===== config.mk =====
export PLATFORM = sky130hd
export DESIGN_NAME = hcpu_ram
export DESIGN_NICKNAME = d
export VERILOG_FILES = /design/src/sv/hcpu_ram.sv
export SDC_FILE = /design/constraint.sdc
export NUM_CORES = 2
export LEC_CHECK = 0
export BUFFER_PORTS_ARGS = -buffer_cell sky130_fd_sc_hd__buf_2
export CAP_MARGIN = 20
export CORE_MARGIN = 2
export CORE_UTILIZATION = 25
export CTS_CLUSTER_DIAMETER = 30
export DETAILED_ROUTE_END_ITERATION = 8
export PLACE_DENSITY_LB_ADDON = 0.08
export SLEW_MARGIN = 5
export SYNTH_ARGS = -nofsm -noshare
export SYNTH_HDL_FRONTEND = slang
export SYNTH_SLANG_ARGS = --single-unit

===== constraint.sdc =====
create_clock -name clk_i -period 2.65 [get_ports clk_i]
set_clock_uncertainty 0.15 [all_clocks]
set_input_delay 0.265 -clock clk_i [delete_from_list [all_inputs] [get_ports clk_i]]
set_output_delay 0.265 -clock clk_i [all_outputs]
set_load 0.02 [all_outputs]

===== src/sv/hcpu_ram.sv =====
module hcpu_ram #(
  parameter int WIDTH = 8,
  parameter int DEPTH = 256
) (
  input  logic                     clk_i,
  input  logic                     we_i,
  input  logic [$clog2(DEPTH)-1:0] waddr_i,
  input  logic [WIDTH-1:0]         wdata_i,
  input  logic                     re_i,
  input  logic [$clog2(DEPTH)-1:0] raddr_i,
  output logic [WIDTH-1:0]         rdata_o
);

  logic [WIDTH-1:0] mem_q [DEPTH];
  logic [WIDTH-1:0] rdata_q;

  // one write port, one registered read port (old data on collision)
  always_ff @(posedge clk_i) begin
    if (we_i) begin
      mem_q[waddr_i] <= wdata_i;
    end
    if (re_i) begin
      rdata_q <= mem_q[raddr_i];
    end
  end

  assign rdata_o = rdata_q;

endmodule


==> impl_metrics.toml <==
[power]
power.internal_w = 0.0817
power_frac_seq = 0.346
leakagePower_nw = 37.2
clockPowerShare = 0.613
total_power_w = 0.104
pwr-share-comb = 0.042
power_density_mw_per_mm2 = 947
p_sw_w = 0.0226
swShare = 0.217
irDropWorstVdd_mv = 0.660

[yosys]
syn_inst = 3733
synth_top_area_frac = 0.775
synth_flop_cell = "edfxtp_1"
synth_top_cells_by_area = "edfxtp_1, mux4_2, mux2i_1"
mappedNetlistNets = 3760
yosys_warnings = 0
synth_area_leader_cell = "edfxtp_1"
ys_types = 54
ys_ff_latch = 2056
async_reset_ff_frac = 0
syn-cell-area_mm2 = 0.0796
syn_area_per_cell_um2 = 21.3
ys_seq_area_frac = 0.775
synth-edff-count = 2056

[floorplan]
die_y_um = 568
row_count = 207
die_area_mm2 = 0.323
io_pins = 35
core-area_mm2 = 0.318
initial_core_util = 0.251
die_w_um = 568

[worst_setup_path]
path_class = "register to register"
critPathArrivalTime_ps = 3140
regToRegEndpoint = "rdata_o[3]"
cp-start-kind = "register"
critPathCapture = "rdata_o[3]"
endpoint_kind = "register"
setup.worst_path.start = "mem_q[43][3]"
cp_max_fo = 1
r2r_cells = 8
required_ps = 3180
rrSetupSlack_ps = 40
rr_startpoint = "mem_q[43][3]"

[clock_tree]
h-tree-depth = 6
cts_setup_buffers = 0
clock_latency_ps = 980
cts.sink_count = 2056
numCtsBuffers = 545
clk_path_buf_depth = 4
path_clk_slew_ps = 40
cts_tree = "yes"
cts-root-buf = "clkbuf_16"

[grt]
grt_util_all_layers = 0.160
grt_max_degree = 84
grt_pass1_wl_um = 365000
grt-ovfl-total = 0
grt_pass1_vias = 45900
antenna_found_initial = 23

[place]
pre_cts_slack_ps = -1080
post-dp-hpwl_um = 173000
dp.cells = 8588
place.gp.congestion = 0.778
io_buffers = 34

[drt]
dr.pass1.iters = 5
wl_per_cell_um = 27.3
vias_per_cell = 4.46
routed-via-count = 42800
antenna_left = 0
drt-total-wl_um = 262000
drtIter0Drc = 3378
route.detailed.drc = 0

[hold_path]
hp-class = "input port to register"

[timing]
slew_headroom = 0.504
slew_violations = 0
min_period_ps = 2610
fmax_mhz = 384
post-route-period-util = 0.984
hold_viol = 0
worst_slack_ps = 42.7
worst_slew_pin_slew_ps = 739
setup_violations = 0
rsz0062_at_grt = "no"

[flow_run]
maxCapViolations = 0

[finish]
final_cell_mix = "edfxtp_1, buf_4, clkbuf_16"
fill_cells = 30000
drive_above_1_share = 0.409
layout_commonest_cell = "edfxtp_1"
final_nets = 5001
multiInputGateArea_mm2 = 0.0167
postLayoutCoreUtil = 0.347
final_cells = 9588
seqCellArea_mm2 = 0.0617
area_growth_pct = 38.4

[run_status]
status = "complete, no violations"
metal layers:
metal / global-route usage / part of all wire / up-vias
li1: - / - / 18500
met1: 0.220 / 0.46 / 22800
met2: 0.258 / 0.48 / 1108
met3: 0.0275 / 0.041 / 406
met4: 0.0480 / 0.027 / 0
met5: 0 / 0 / -
power groups by stage:
stage	registers, W	logic [W]	clock network, W
after global placement	0.0366	0.00442	0
after detailed placement	0.0366	0.00442	0
final	0.0361	0.00434	0.0639
after floorplan	0.0366	0.00174	0
after global routing	0.0360	0.00463	0.0670
after CTS	0.0361	0.00448	0.0653
cell usage after synthesis, types with 10 or more instances:
library cell  instances
nor3_1               22
a221oi_1             13
nand4_1              10
o22ai_1              28
buf_2                31
mux4_2              454
edfxtp_1           2056
buf_8                13
mux2i_1             134
nor4_1               24
clkbuf_1            111
buf_6                21
a21oi_1              96
o21ai_0              10
a211oi_1             16
nor2_1              282
buf_4                27
nand2_1              33
nor2b_1              31
o211ai_1             10
buf_1                22
o221ai_1             46
a22oi_1             133
nand3_1              34
logic make-up (layout without fill, tap and decap cells):
| family | Yosys count | after routing | share of synthesized area |
|---|---|---|---|
| DFF | 2056 | 2056 | 0.775 |
| muxes | 591 | 591 | 0.146 |
| other | 0 | 6 | 0 |
| AOI/OAI and AO/OA | 385 | 385 | 0.0342 |
| buffers and inverters | 235 | 1904 | 0.0183 |
| and+or+nand+nor | 466 | 466 | 0.0263 |
flip-flops by register name, indices dropped and copies added, names as in the netlist:
signal	count
rdata_o	8
mem_q	2048
per-stage QoR:
stage          area, um^2  hold WS, ps  setup TNS (ps)
2_1_floorplan       79600          214               0
3_3_place_gp        91800          491           -8410
3_5_place_dp        91800          488           -7230
4_1_cts            110000         50.1               0
5_1_grt            110000         87.5               0
6_report           110000          130               0
critical path: stages (launching register included):
cell and delay, ps:
edfxtp_1 350, mux4_2 510, nand2b_1 170, a311oi_1 260, buf_4 170, o221ai_1 160, a211oi_1 290, buf_4 200
nor4_1 50
final cells by class:
class,count,area share
clock buffer,628,0.128
antenna,6,0.000136
tap,4180,0.0475
multi-input combinational,1442,0.151
sequential,2056,0.560
inverter,2,0.0000681
timing repair buffer,927,0.0768
clock inverter,347,0.0362
worst min-delay path by stage:
stage / start / endpoint / slack [ps] / depth (start not counted)
global placement: wdata_i[1] / mem_q[72][1] / 490 / 1
floorplan: wdata_i[0] / mem_q[0][0] / 210 / 0
finish: wdata_i[6] / mem_q[221][6] / 130 / 2
CTS: wdata_i[6] / mem_q[221][6] / 50 / 2
detailed placement: wdata_i[1] / mem_q[72][1] / 490 / 1
global route: wdata_i[6] / mem_q[221][6] / 90 / 2
what timing repair did:
| action | CTS | global route |
|---|---|---|
| hold buffers | 19 | 0 |
| cloned | 0 | 0 |
| hold endpoints to repair | 2261 | 0 |
| pin swaps | 1 | 1 |
| resized for setup | 16 | 7 |
| endpoints found under the setup margin | 6 | 5 |
Note: power is estimated with default switching activity, not from simulation.
