### config.mk
export PLATFORM = sky130hd
export DESIGN_NAME = hcpu_exec
export DESIGN_NICKNAME = d
export VERILOG_FILES = /design/src/sv/hcpu_pkg.sv /design/src/sv/hcpu_exec.sv
export SDC_FILE = /design/constraint.sdc
export NUM_CORES = 1
export LEC_CHECK = 0
export BUFFER_PORTS_ARGS = -buffer_cell sky130_fd_sc_hd__buf_2
export CAP_MARGIN = 20
export CELL_PAD_IN_SITES_DETAIL_PLACEMENT = 1
export CELL_PAD_IN_SITES_GLOBAL_PLACEMENT = 1
export CORE_ASPECT_RATIO = 1.5
export CORE_UTILIZATION = 32
export DETAILED_ROUTE_END_ITERATION = 7
export PLACE_DENSITY_LB_ADDON = 0.1
export SLEW_MARGIN = 20
export SYNTH_ARGS = -nofsm -noshare
export SYNTH_HDL_FRONTEND = slang
export SYNTH_SLANG_ARGS = --single-unit
export TNS_END_PERCENT = 10
### constraint.sdc
create_clock -name vclk -period 12.6
set_clock_uncertainty 0.05 [all_clocks]
set_input_delay 3.78 -clock vclk [all_inputs]
set_output_delay 3.78 -clock vclk [all_outputs]
set_load 0.05 [all_outputs]
### src/sv/hcpu_pkg.sv
package hcpu_pkg;

  // operation field ir[7:5]
  typedef enum logic [2:0] {
    INS_LD  = 3'd0,
    INS_AND = 3'd1,
    INS_OR  = 3'd2,
    INS_XOR = 3'd3,
    INS_ADD = 3'd4,
    INS_SUB = 3'd5,
    INS_ST  = 3'd6,
    INS_BR  = 3'd7
  } ins_e;

  // addressing and destination mode ir[4:2]
  typedef enum logic [2:0] {
    MODE_D_AC      = 3'd0,
    MODE_X_AC      = 3'd1,
    MODE_YD_AC     = 3'd2,
    MODE_YX_AC     = 3'd3,
    MODE_D_X       = 3'd4,
    MODE_D_Y       = 3'd5,
    MODE_D_OUT     = 3'd6,
    MODE_YXINC_OUT = 3'd7
  } mode_e;

  // bus source ir[1:0]
  typedef enum logic [1:0] {
    BUS_D   = 2'd0,
    BUS_RAM = 2'd1,
    BUS_AC  = 2'd2,
    BUS_IN  = 2'd3
  } bus_e;

  // register loaded by the alu
  typedef enum logic [2:0] {
    DEST_NONE = 3'd0,
    DEST_AC   = 3'd1,
    DEST_X    = 3'd2,
    DEST_Y    = 3'd3,
    DEST_OUT  = 3'd4
  } dest_e;

  // condition index for conditional branches
  localparam logic [1:0] COND_GT = 2'd0;
  localparam logic [1:0] COND_LT = 2'd1;
  localparam logic [1:0] COND_EQ = 2'd2;

  // architectural register file
  typedef struct packed {
    logic [15:0] pc;
    logic [7:0]  ir;
    logic [7:0]  dr;
    logic [7:0]  ac;
    logic [7:0]  xr;
    logic [7:0]  yr;
    logic [7:0]  outr;
  } cpu_state_t;

  // outcome of one machine cycle
  typedef struct packed {
    logic [15:0] pc;
    logic [7:0]  ac;
    logic [7:0]  x;
    logic [7:0]  y;
    logic [7:0]  outr;
    logic [7:0]  bus;
    logic [7:0]  alu;
    logic [15:0] addr;
    logic        store;
    logic        jump;
  } exec_res_t;

  // data address formed by the mode; a branch uses {0, d}
  function automatic logic [15:0] mode_addr(logic [7:0] ir, logic [7:0] dr,
                                            logic [7:0] xr, logic [7:0] yr);
    logic [7:0] lo;
    logic [7:0] hi;
    lo = dr;
    hi = 8'h00;
    if (ins_e'(ir[7:5]) != INS_BR) begin
      case (mode_e'(ir[4:2]))
        MODE_X_AC: lo = xr;
        MODE_YD_AC: hi = yr;
        MODE_YX_AC, MODE_YXINC_OUT: begin
          lo = xr;
          hi = yr;
        end
        default: ;
      endcase
    end
    return {hi, lo};
  endfunction

endpackage

### src/sv/hcpu_exec.sv
module hcpu_exec (
  input  hcpu_pkg::cpu_state_t state_i,
  input  logic [7:0]           ram_data_i,
  input  logic [7:0]           in_port_i,
  input  logic [7:0]           noise_i,
  output hcpu_pkg::exec_res_t  res_o
);

  hcpu_pkg::ins_e  ins;
  hcpu_pkg::mode_e mode;
  hcpu_pkg::bus_e  bsel;
  hcpu_pkg::dest_e dest;
  logic            store;
  logic            jump;
  logic            incx;
  logic [7:0]      bus;
  logic [7:0]      alu;
  logic [1:0]      cond;
  logic [15:0]     pc_inc;
  logic [15:0]     pc_nxt;

  assign ins   = hcpu_pkg::ins_e'(state_i.ir[7:5]);
  assign mode  = hcpu_pkg::mode_e'(state_i.ir[4:2]);
  assign bsel  = hcpu_pkg::bus_e'(state_i.ir[1:0]);
  assign store = (ins == hcpu_pkg::INS_ST);
  assign jump  = (ins == hcpu_pkg::INS_BR);
  assign incx  = !jump && (mode == hcpu_pkg::MODE_YXINC_OUT);

  // destination decode, a store never loads ac or out
  always_comb begin
    dest = hcpu_pkg::DEST_NONE;
    if (!jump) begin
      case (mode)
        hcpu_pkg::MODE_D_AC, hcpu_pkg::MODE_X_AC,
        hcpu_pkg::MODE_YD_AC, hcpu_pkg::MODE_YX_AC: dest = hcpu_pkg::DEST_AC;
        hcpu_pkg::MODE_D_X: dest = hcpu_pkg::DEST_X;
        hcpu_pkg::MODE_D_Y: dest = hcpu_pkg::DEST_Y;
        default: dest = hcpu_pkg::DEST_OUT;
      endcase
      if (store && (dest == hcpu_pkg::DEST_AC || dest == hcpu_pkg::DEST_OUT)) begin
        dest = hcpu_pkg::DEST_NONE;
      end
    end
  end

  // bus source, a store from ram sees the floating bus
  always_comb begin
    case (bsel)
      hcpu_pkg::BUS_D: bus = state_i.dr;
      hcpu_pkg::BUS_RAM: bus = store ? noise_i : ram_data_i;
      hcpu_pkg::BUS_AC: bus = state_i.ac;
      default: bus = in_port_i;
    endcase
  end

  // alu
  always_comb begin
    case (ins)
      hcpu_pkg::INS_LD: alu = bus;
      hcpu_pkg::INS_AND: alu = state_i.ac & bus;
      hcpu_pkg::INS_OR: alu = state_i.ac | bus;
      hcpu_pkg::INS_XOR: alu = state_i.ac ^ bus;
      hcpu_pkg::INS_ADD: alu = state_i.ac + bus;
      hcpu_pkg::INS_SUB: alu = state_i.ac - bus;
      hcpu_pkg::INS_ST: alu = state_i.ac;
      default: alu = 8'h00 - state_i.ac;
    endcase
  end

  // branch condition and next pc
  always_comb begin
    if (state_i.ac == 8'h00) begin
      cond = hcpu_pkg::COND_EQ;
    end else if (state_i.ac[7]) begin
      cond = hcpu_pkg::COND_LT;
    end else begin
      cond = hcpu_pkg::COND_GT;
    end
    pc_inc = state_i.pc + 16'd1;
    pc_nxt = pc_inc;
    if (jump) begin
      if (mode == hcpu_pkg::MODE_D_AC) begin
        pc_nxt = {state_i.yr, bus};
      end else if (state_i.ir[3'd2 + 3'(cond)]) begin
        pc_nxt = {state_i.pc[15:8], bus};
      end
    end
  end

  // register writeback
  always_comb begin
    res_o.pc    = pc_nxt;
    res_o.ac    = (dest == hcpu_pkg::DEST_AC) ? alu : state_i.ac;
    res_o.y     = (dest == hcpu_pkg::DEST_Y) ? alu : state_i.yr;
    res_o.outr  = (dest == hcpu_pkg::DEST_OUT) ? alu : state_i.outr;
    if (incx) begin
      res_o.x = state_i.xr + 8'd1;
    end else if (dest == hcpu_pkg::DEST_X) begin
      res_o.x = alu;
    end else begin
      res_o.x = state_i.xr;
    end
    res_o.bus   = bus;
    res_o.alu   = alu;
    res_o.addr  = hcpu_pkg::mode_addr(state_i.ir, state_i.dr, state_i.xr, state_i.yr);
    res_o.store = store;
    res_o.jump  = jump;
  end

endmodule

==> flow_summary_export.csv, run 1 <==
group,metric,value,unit
logic_synthesis,synth.top_cells.by_count,"nand2_1 (63), o21ai_0 (43), a21oi_1 (38)",
layout,postLayoutCoreUtil,0.4436,
global_route,overflow,0,
timing,setup_ws,0.8481,ns
drt,route.antenna.remaining_nets,0,
global_route,grt_pass1_wl,20.63,mm
clocking,ctsHoldBuffers,0,
floorplanning,ios,170,
logic_synthesis,yosysTopAreaCell,"ha_1",
layout,fin_area,3732,um^2
layout,num_antenna_cells,0,
layout,area_delta_synth_final,34.92,%
timing,worst_pin_slew,0.9215,ns
setup_path,crit_required,8.77,ns
logic_synthesis,ys_seq_area_frac,0,
layout,final_nets,717,
timing,rsz0062_at_grt,"no",
floorplanning,die_h,115.9,um
timing,fin_crit,11.75,ns
timing,hold_viol,0,
global_route,antenna_found_initial,0,
floorplanning,die_w,77.92,um
drt,drc,0,
logic_synthesis,syn_area,2766,um^2
logic_synthesis,syn_area_per_cell,6.302,um^2
placement,place_ws,0.8662,ns
timing,drv_slew,0,
timing,period_share,0.9327,
timing,setup_tns,0,ns
placement,placed_cell_area,3732,um^2
logic_synthesis,ys_top_cells_by_area,"ha_1 (12%), nand2_1 (8.5%), o21ai_0 (7.8%), a21oi_1 (6.9%), mux2_2 (6.5%)",
global_route,grt_usage,0.2884,
logic_synthesis,synth.most_common_cell,"nand2_1",
layout,clock_buffers,0,
logic_synthesis,syn_nets,555,
drt,drt_pre_antenna_iters,5,
logic_synthesis,synth_top_area_frac,0.1221,
clocking,post_cts_resized,0,
placement,place_congestion,0.9475,
drt,vias_per_cell,5.572,
timing,fmax,0.08509,GHz
global_route,grt_pass1_vias,3981,
power,vdd_drop_max,0.00004891,V
drt,routedWlPerCell,18.69,um
setup_path,startpoint_type,"primary input",
timing,finalSetupViolations,0,
power,total_leakage_power,1.950,nW
layout,drive_above_1_share,0.3439,
placement,dpl.hpwl,11.03,mm
worst_hold_path,hold_class,"in2out",
power,power.density,75.60,nW/um^2
setup_path,critPathKind,"in2out",
timing,fin_hold_ws,7.871,ns
clocking,cts_setup_buffers,0,
layout,seq_area,0,um^2
flow_run,drv_cap,0,
logic_synthesis,yosysWarnings,0,
floorplanning,design.core.area,8413,um^2
logic_synthesis,synth_cell_type_count,51,
setup_path,end_kind,"output port",
floorplanning,rows,41,
floorplanning,fp.dieArea,9028,um^2
layout,seq_cells,0,
floorplanning,start_util,0.3288,
drt,drtIter0Drc,164,
status,status,"finished clean",
global_route,grt_start_max_net_pins,25,
setup_path,cp.arrival,7.92,ns
drt,routed_wl,13.20,mm
placement,port_buffers,170,
timing,slew_headroom,0.3809,
logic_synthesis,netlist_instances,439,
drt,dr_total_vias,3934,
setup_path,crit_fanout,17,
[layer usage]
layer | global-route usage | vias to the layer above | share of wire
met5 | 0 | - | 0
met4 | 0.06790 | 0 | 0.022
met3 | 0.02283 | 19 | 0.049
met2 | 0.5729 | 146 | 0.53
met1 | 0.3286 | 1860 | 0.39
li1 | - | 1909 | -
[logic make-up (layout without fill, tap and decap cells)]
logic type,count (synthesis),in the layout,share of synthesized area
buf+inv,52,212,0.07689
xor+xnor,21,21,0.06648
mux,33,33,0.1407
compound gates,136,136,0.3012
simple gates,169,169,0.2854
fa+ha+maj,28,28,0.1294
[metrics by stage]
stage	std cells	power [W]
after global routing	706	0.0003017
after global placement	706	0.0002786
after floorplan	439	0.0001962
final	706	0.0002822
after detailed placement	706	0.0002814
after CTS	706	0.0002830
[final timing paths]
kind	startpoint	to	slack, ns	cells after the start
setup / recovery	state_i[46]	res_o[57]	0.85	19
hold / removal	state_i[48]	res_o[66]	7.87	3
[critical path, cell delays in order]
cell and delay, ns:
buf_2 0.31, nand3b_4 0.17, inv_4 0.15, mux2_1 0.34
mux4_2 0.55, inv_1 0.19, nand3_1 0.13, o31ai_1 0.26
xnor2_1 0.10, ha_1 0.33, inv_1 0.07, o21bai_1 0.18
nor2_1 0.06, a21oi_1 0.19, xnor2_1 0.15, xnor2_1 0.09
a21oi_1 0.48, a221oi_2 0.13, buf_2 0.26
[area by class of cell]
type	count	area, um^2
well taps	107	133.9
fillers	1232	4681
inverters	33	126.4
repair buffers	179	918.4
multi-input cells	387	2554
[power breakdown]
group	internal, W	switching, W	total, W
sequential	0	0	0
combinational	0.0000820	0.000200	0.000282
clock	0	0	0
[cell usage in the layout (no fill, tap or decap), drive strengths merged, types with 2 or more instances in the layout]
| master | instances |
|---|---|
| o21ai | 43 |
| nand3b | 4 |
| a21oi | 38 |
| nand2b | 2 |
| o21a | 2 |
| buf | 179 |
| nand4 | 3 |
| a21o | 3 |
| a21boi | 2 |
| o32ai | 2 |
| mux4 | 3 |
| o311a | 2 |
| nor2b | 5 |
| and2 | 7 |
| nand3 | 26 |
| ha | 27 |
| mux2i | 13 |
| inv | 32 |
| o31ai | 8 |
| nor2 | 37 |
| mux2 | 17 |
| nor3 | 7 |
| a22oi | 2 |
| or3 | 3 |
| and3 | 9 |
| o21bai | 2 |
| a31oi | 4 |
| nand2 | 63 |
| a221o | 2 |
| xnor2 | 16 |
| o22ai | 14 |
| a221oi | 7 |
| xor2 | 5 |
No activity file was read; power rests on OpenSTA's default activity.
==> run 2, diff against run 1 <==
RECOVER_POWER = 50   (was unset)
==> flow_summary_export.csv, run 2 (synthesis gave the netlist of run 1 again) <==
group,metric,value,unit
flow_run,drv_cap,0,
setup_path,critPathLaunch,"state_i[41]",
timing,fin_crit,11.83,ns
placement,port_buffers,170,
setup_path,critPathKind,"in2out",
placement,place_inst,706,
global_route,grt_start_max_net_pins,25,
clocking,ctsHoldBuffers,0,
placement,dpl.hpwl,11.03,mm
floorplanning,die_w,77.92,um
layout,seq_area,0,um^2
floorplanning,start_util,0.3288,
clocking,cts_setup_buffers,0,
floorplanning,ios,170,
placement,placed_cell_area,3732,um^2
power,total_leakage_power,1.827,nW
layout,clock_buffers,0,
timing,rsz0062_at_grt,"no",
worst_hold_path,hold_class,"in2out",
timing,finalSetupViolations,0,
power,power.density,75.92,nW/um^2
floorplanning,fp.dieArea,9028,um^2
drt,routed_wl,13.21,mm
timing,period_share,0.9392,
timing,worst_pin_slew,1.113,ns
timing,setup_tns,0,ns
layout,fin_area,3680,um^2
layout,drive_above_1_share,0.2771,
power,vdd_drop_max,0.00004882,V
placement,place_congestion,0.9475,
layout,final_common_cell,"buf_2",
timing,slew_headroom,0.2582,
drt,route.antenna.remaining_nets,0,
floorplanning,die_h,115.9,um
global_route,overflow,0,
clocking,post_cts_resized,0,
timing,hold_viol,0,
global_route,grt_pass1_vias,3981,
setup_path,startpoint_type,"primary input",
setup_path,crit_required,8.77,ns
timing,drv_slew,0,
layout,mostFrequentLayoutCells,"buf_2 (131), nand2_1 (63), o21ai_0 (43), clkbuf_1 (40), a21oi_1 (38)",
setup_path,end_kind,"output port",
timing,fmax,0.08450,GHz
global_route,antenna_found_initial,0,
layout,final_cells,706,
floorplanning,rows,41,
global_route,grt_pass1_wl,20.63,mm
drt,vias_per_cell,5.596,
layout,fill_cells,1253,
drt,drc,0,
floorplanning,design.core.area,8413,um^2
setup_path,cp.arrival,8.00,ns
status,status,"finished clean",
drt,routedWlPerCell,18.70,um
layout,final_nets,717,
global_route,grt_usage,0.2884,
setup_path,crit_fanout,17,
layout,num_antenna_cells,0,
setup_path,crit_end,"res_o[57]",
layout,seq_cells,0,
drt,drtIter0Drc,147,
layout,area_delta_synth_final,33.02,%
drt,dr_total_vias,3951,
drt,drt_pre_antenna_iters,5,
==> run 2: cell types whose count changed in the layout (fill, tap and decap cells not counted) <==
cell | before | now
buf_4 | 9 | 8
clkbuf_1 | 0 | 40
buf_2 | 170 | 131
==> run 2: power by group <==
| group | switching [W] | internal [W] |
|---|---|---|
| Combinational | 0.000201 | 0.0000788 |
| Sequential | 0 | 0 |
| Clock | 0 | 0 |
==> run 2: worst min-delay path by stage <==
stage	start	endpoint	slack (ns)	cells past startpoint
2_1_floorplan	state_i[23]	res_o[57]	7.66	1
3_5_place_dp	state_i[48]	res_o[66]	7.87	3
3_3_place_gp	state_i[48]	res_o[66]	7.87	3
6_report	state_i[1]	res_o[35]	7.90	4
4_1_cts	state_i[48]	res_o[66]	7.87	3
5_1_grt	state_i[23]	res_o[57]	7.92	3
==> run 2: final cells by class <==
| class | instances | area [um^2] | share of cell area |
|---|---|---|---|
| multi-input cells | 387 | 2554 | 0.6940 |
| repair buffers | 179 | 865.8 | 0.2353 |
| well taps | 107 | 133.9 | 0.03638 |
| inverters | 33 | 126.4 | 0.03434 |
==> run 2: critical path: stages <==
cell      delay, ns
clkbuf_1       0.60
mux2i_1        0.16
o21ai_0        0.25
o21bai_1       0.15
buf_4          0.18
inv_1          0.07
ha_1           0.27
nand2_1        0.04
o21ai_0        0.14
inv_1          0.09
ha_1           0.28
nor2b_1        0.13
o21a_1         0.17
o21ai_0        0.36
a21oi_1        0.15
xnor2_1        0.21
xnor2_1        0.09
a21oi_1        0.47
a221oi_2       0.13
buf_2          0.26
==> run 2: per-stage QoR <==
step | setup WS (ns) | util | hold slack, ns | total power (W)
detailed placement | 0.8662 | 0.4436 | 7.872 | 0.0002814
floorplan | 0.1930 | - | 7.662 | 0.0001962
finish | 0.7655 | 0.4374 | 7.898 | 0.0002794
global route | 0.3588 | 0.4374 | 7.922 | 0.0002989
global placement | 1.020 | 0.4436 | 7.870 | 0.0002786
CTS | 0.8574 | 0.4436 | 7.873 | 0.0002830
==> run 2: routing by layer <==
layer  wire (um)  share of wire  global-route usage  vias to the layer above
li1            -              -                   -                     1906
met1        5187           0.39              0.3286                     1870
met2        7030           0.53              0.5729                      154
met3         683          0.052             0.02283                       21
met4         303          0.023             0.06790                        0
met5           0              0                   0                        -
==> run 3, diff against run 2 <==
CORE_UTILIZATION = 27   (was 32)
clock period = 9.9 ns   (was 12.6 ns; I/O delays follow)
==> flow_summary_export.csv, run 3 (synthesis gave the netlist of run 1 again) <==
group,metric,value,unit
layout,num_antenna_cells,0,
clocking,ctsHoldBuffers,0,
placement,dpl.hpwl,11.10,mm
power,vdd_drop_max,0.00006100,V
timing,fmax,0.1036,GHz
layout,seq_cells,0,
setup_path,cp.depth,18,
layout,fill_cells,1356,
setup_path,end_kind,"output port",
layout,drive_above_1_share,0.3602,
drt,drc,0,
setup_path,cpMostUsedCell,"xnor2_1",
power,total_leakage_power,2.004,nW
worst_hold_path,hold_path_depth,3,
setup_path,cpPeakStageDelay,0.54,ns
drt,vias_per_cell,5.412,
layout,mostFrequentLayoutCells,"buf_2 (168), nand2_1 (63), o21ai_0 (38), a21oi_1 (37), nor2_1 (36)",
flow_run,drv_cap,0,
setup_path,crit_chain,"buf_2 > nand3b_4 > inv_4 > mux2_1 > mux4_2 > nor3_2 > a21boi_0 > xnor2_1 > ha_1 > a21oi_1 > o21bai_1 > a31oi_1 > a21oi_1 > xnor2_1 > xnor2_1 > a21oi_2 > a221oi_2 > buf_6",
placement,place_congestion,0.8627,
drt,routedWlPerCell,18.34,um
floorplanning,design.core.area,9799,um^2
timing,setup_tns,0,ns
global_route,grt_pass1_vias,4031,
timing,worst_pin_slew,0.7027,ns
setup_path,crit_fanout,9,
floorplanning,rows,44,
setup_path,critPathKind,"in2out",
drt,drt_pre_antenna_iters,6,
setup_path,cp_num_buf_inv,3,
timing,fin_hold_ws,6.245,ns
floorplanning,start_util,0.2823,
timing,finalSetupViolations,0,
floorplanning,die_h,126.0,um
layout,multi_input_area,2570,um^2
global_route,grt_pass1_wl,21.02,mm
timing,fin_crit,9.655,ns
global_route,grt_usage,0.2455,
layout,area_delta_synth_final,38.63,%
setup_path,cp_slowest_cell,"mux4_2",
status,status,"finished clean",
worst_hold_path,hold_class,"in2out",
drt,routed_wl,13.26,mm
global_route,grt_start_max_net_pins,25,
timing,rsz0062_at_grt,"yes",
floorplanning,die_w,84.65,um
clocking,cts_setup_buffers,0,
floorplanning,ios,170,
placement,port_buffers,170,
layout,clock_buffers,0,
global_route,overflow,0,
global_route,antenna_found_initial,0,
layout,final_nets,726,
setup_path,startpoint_type,"primary input",
floorplanning,fp.dieArea,10660,um^2
layout,final_common_cell,"buf_2",
power,power.density,94.74,nW/um^2
layout,seq_area,0,um^2
timing,period_share,0.9752,
setup_path,crit_required,6.88,ns
timing,slew_headroom,0.5279,
timing,drv_slew,0,
drt,dr_total_vias,3913,
setup_path,path_delay_family,"compound AO/OA/AOI/OAI gates",
drt,drtIter0Drc,157,
timing,hold_viol,0,
drt,route.antenna.remaining_nets,0,
setup_path,cp.arrival,6.63,ns
==> run 3: changes by cell type in the layout (fill, tap and decap cells not counted), sizes merged <==
cell / previous run / this run
clkbuf: 40 / 1
buf: 139 / 187
==> run 3: final timing paths <==
kind,startpoint,endpoint,slack [ns]
worst max-delay path,state_i[45],res_o[57],0.25
worst min-delay path,state_i[23],res_o[57],6.24
==> run 3: power breakdown <==
group	switching (W)	internal [W]	total (W)	leakage [nW]
clock	0	0	0	0
sequential	0	0	0	0
combinational	0.000255	0.000109	0.000363	2.00
==> run 3: layout make-up <==
cell class,instances,area share
repair buffers,188,0.2594
multi-input cells,387,0.6701
inverters,33,0.03295
well taps,115,0.03752
==> run 3: what timing repair did <==
| action | 4_1_cts | 5_1_grt |
|---|---|---|
| gates resized for setup | 0 | 6 |
| endpoints found under the setup margin | 0 | 11 |
| hold endpoints to repair | 0 | 0 |
==> run 3: layer usage <==
metal	global-route usage	wire, um	vias to the layer above
met1	0.2866	5339	1844
met4	0.05484	361	0
met2	0.4773	7009	121
met3	0.01900	547	18
li1	-	-	1930
met5	0	0	-
==> run 3: per-stage QoR <==
stage	instances	utilization	area [um^2]	total power [W]	setup slack, ns
floorplan	439	-	2779	0.0002509	-0.1649
global placement	723	0.3901	3822	0.0003584	0.2113
detailed placement	723	0.3901	3822	0.0003619	0.1102
CTS	723	0.3901	3822	0.0003638	0.1119
global route	723	0.3913	3835	0.0003898	-0.01635
finish	723	0.3913	3835	0.0003633	0.2455
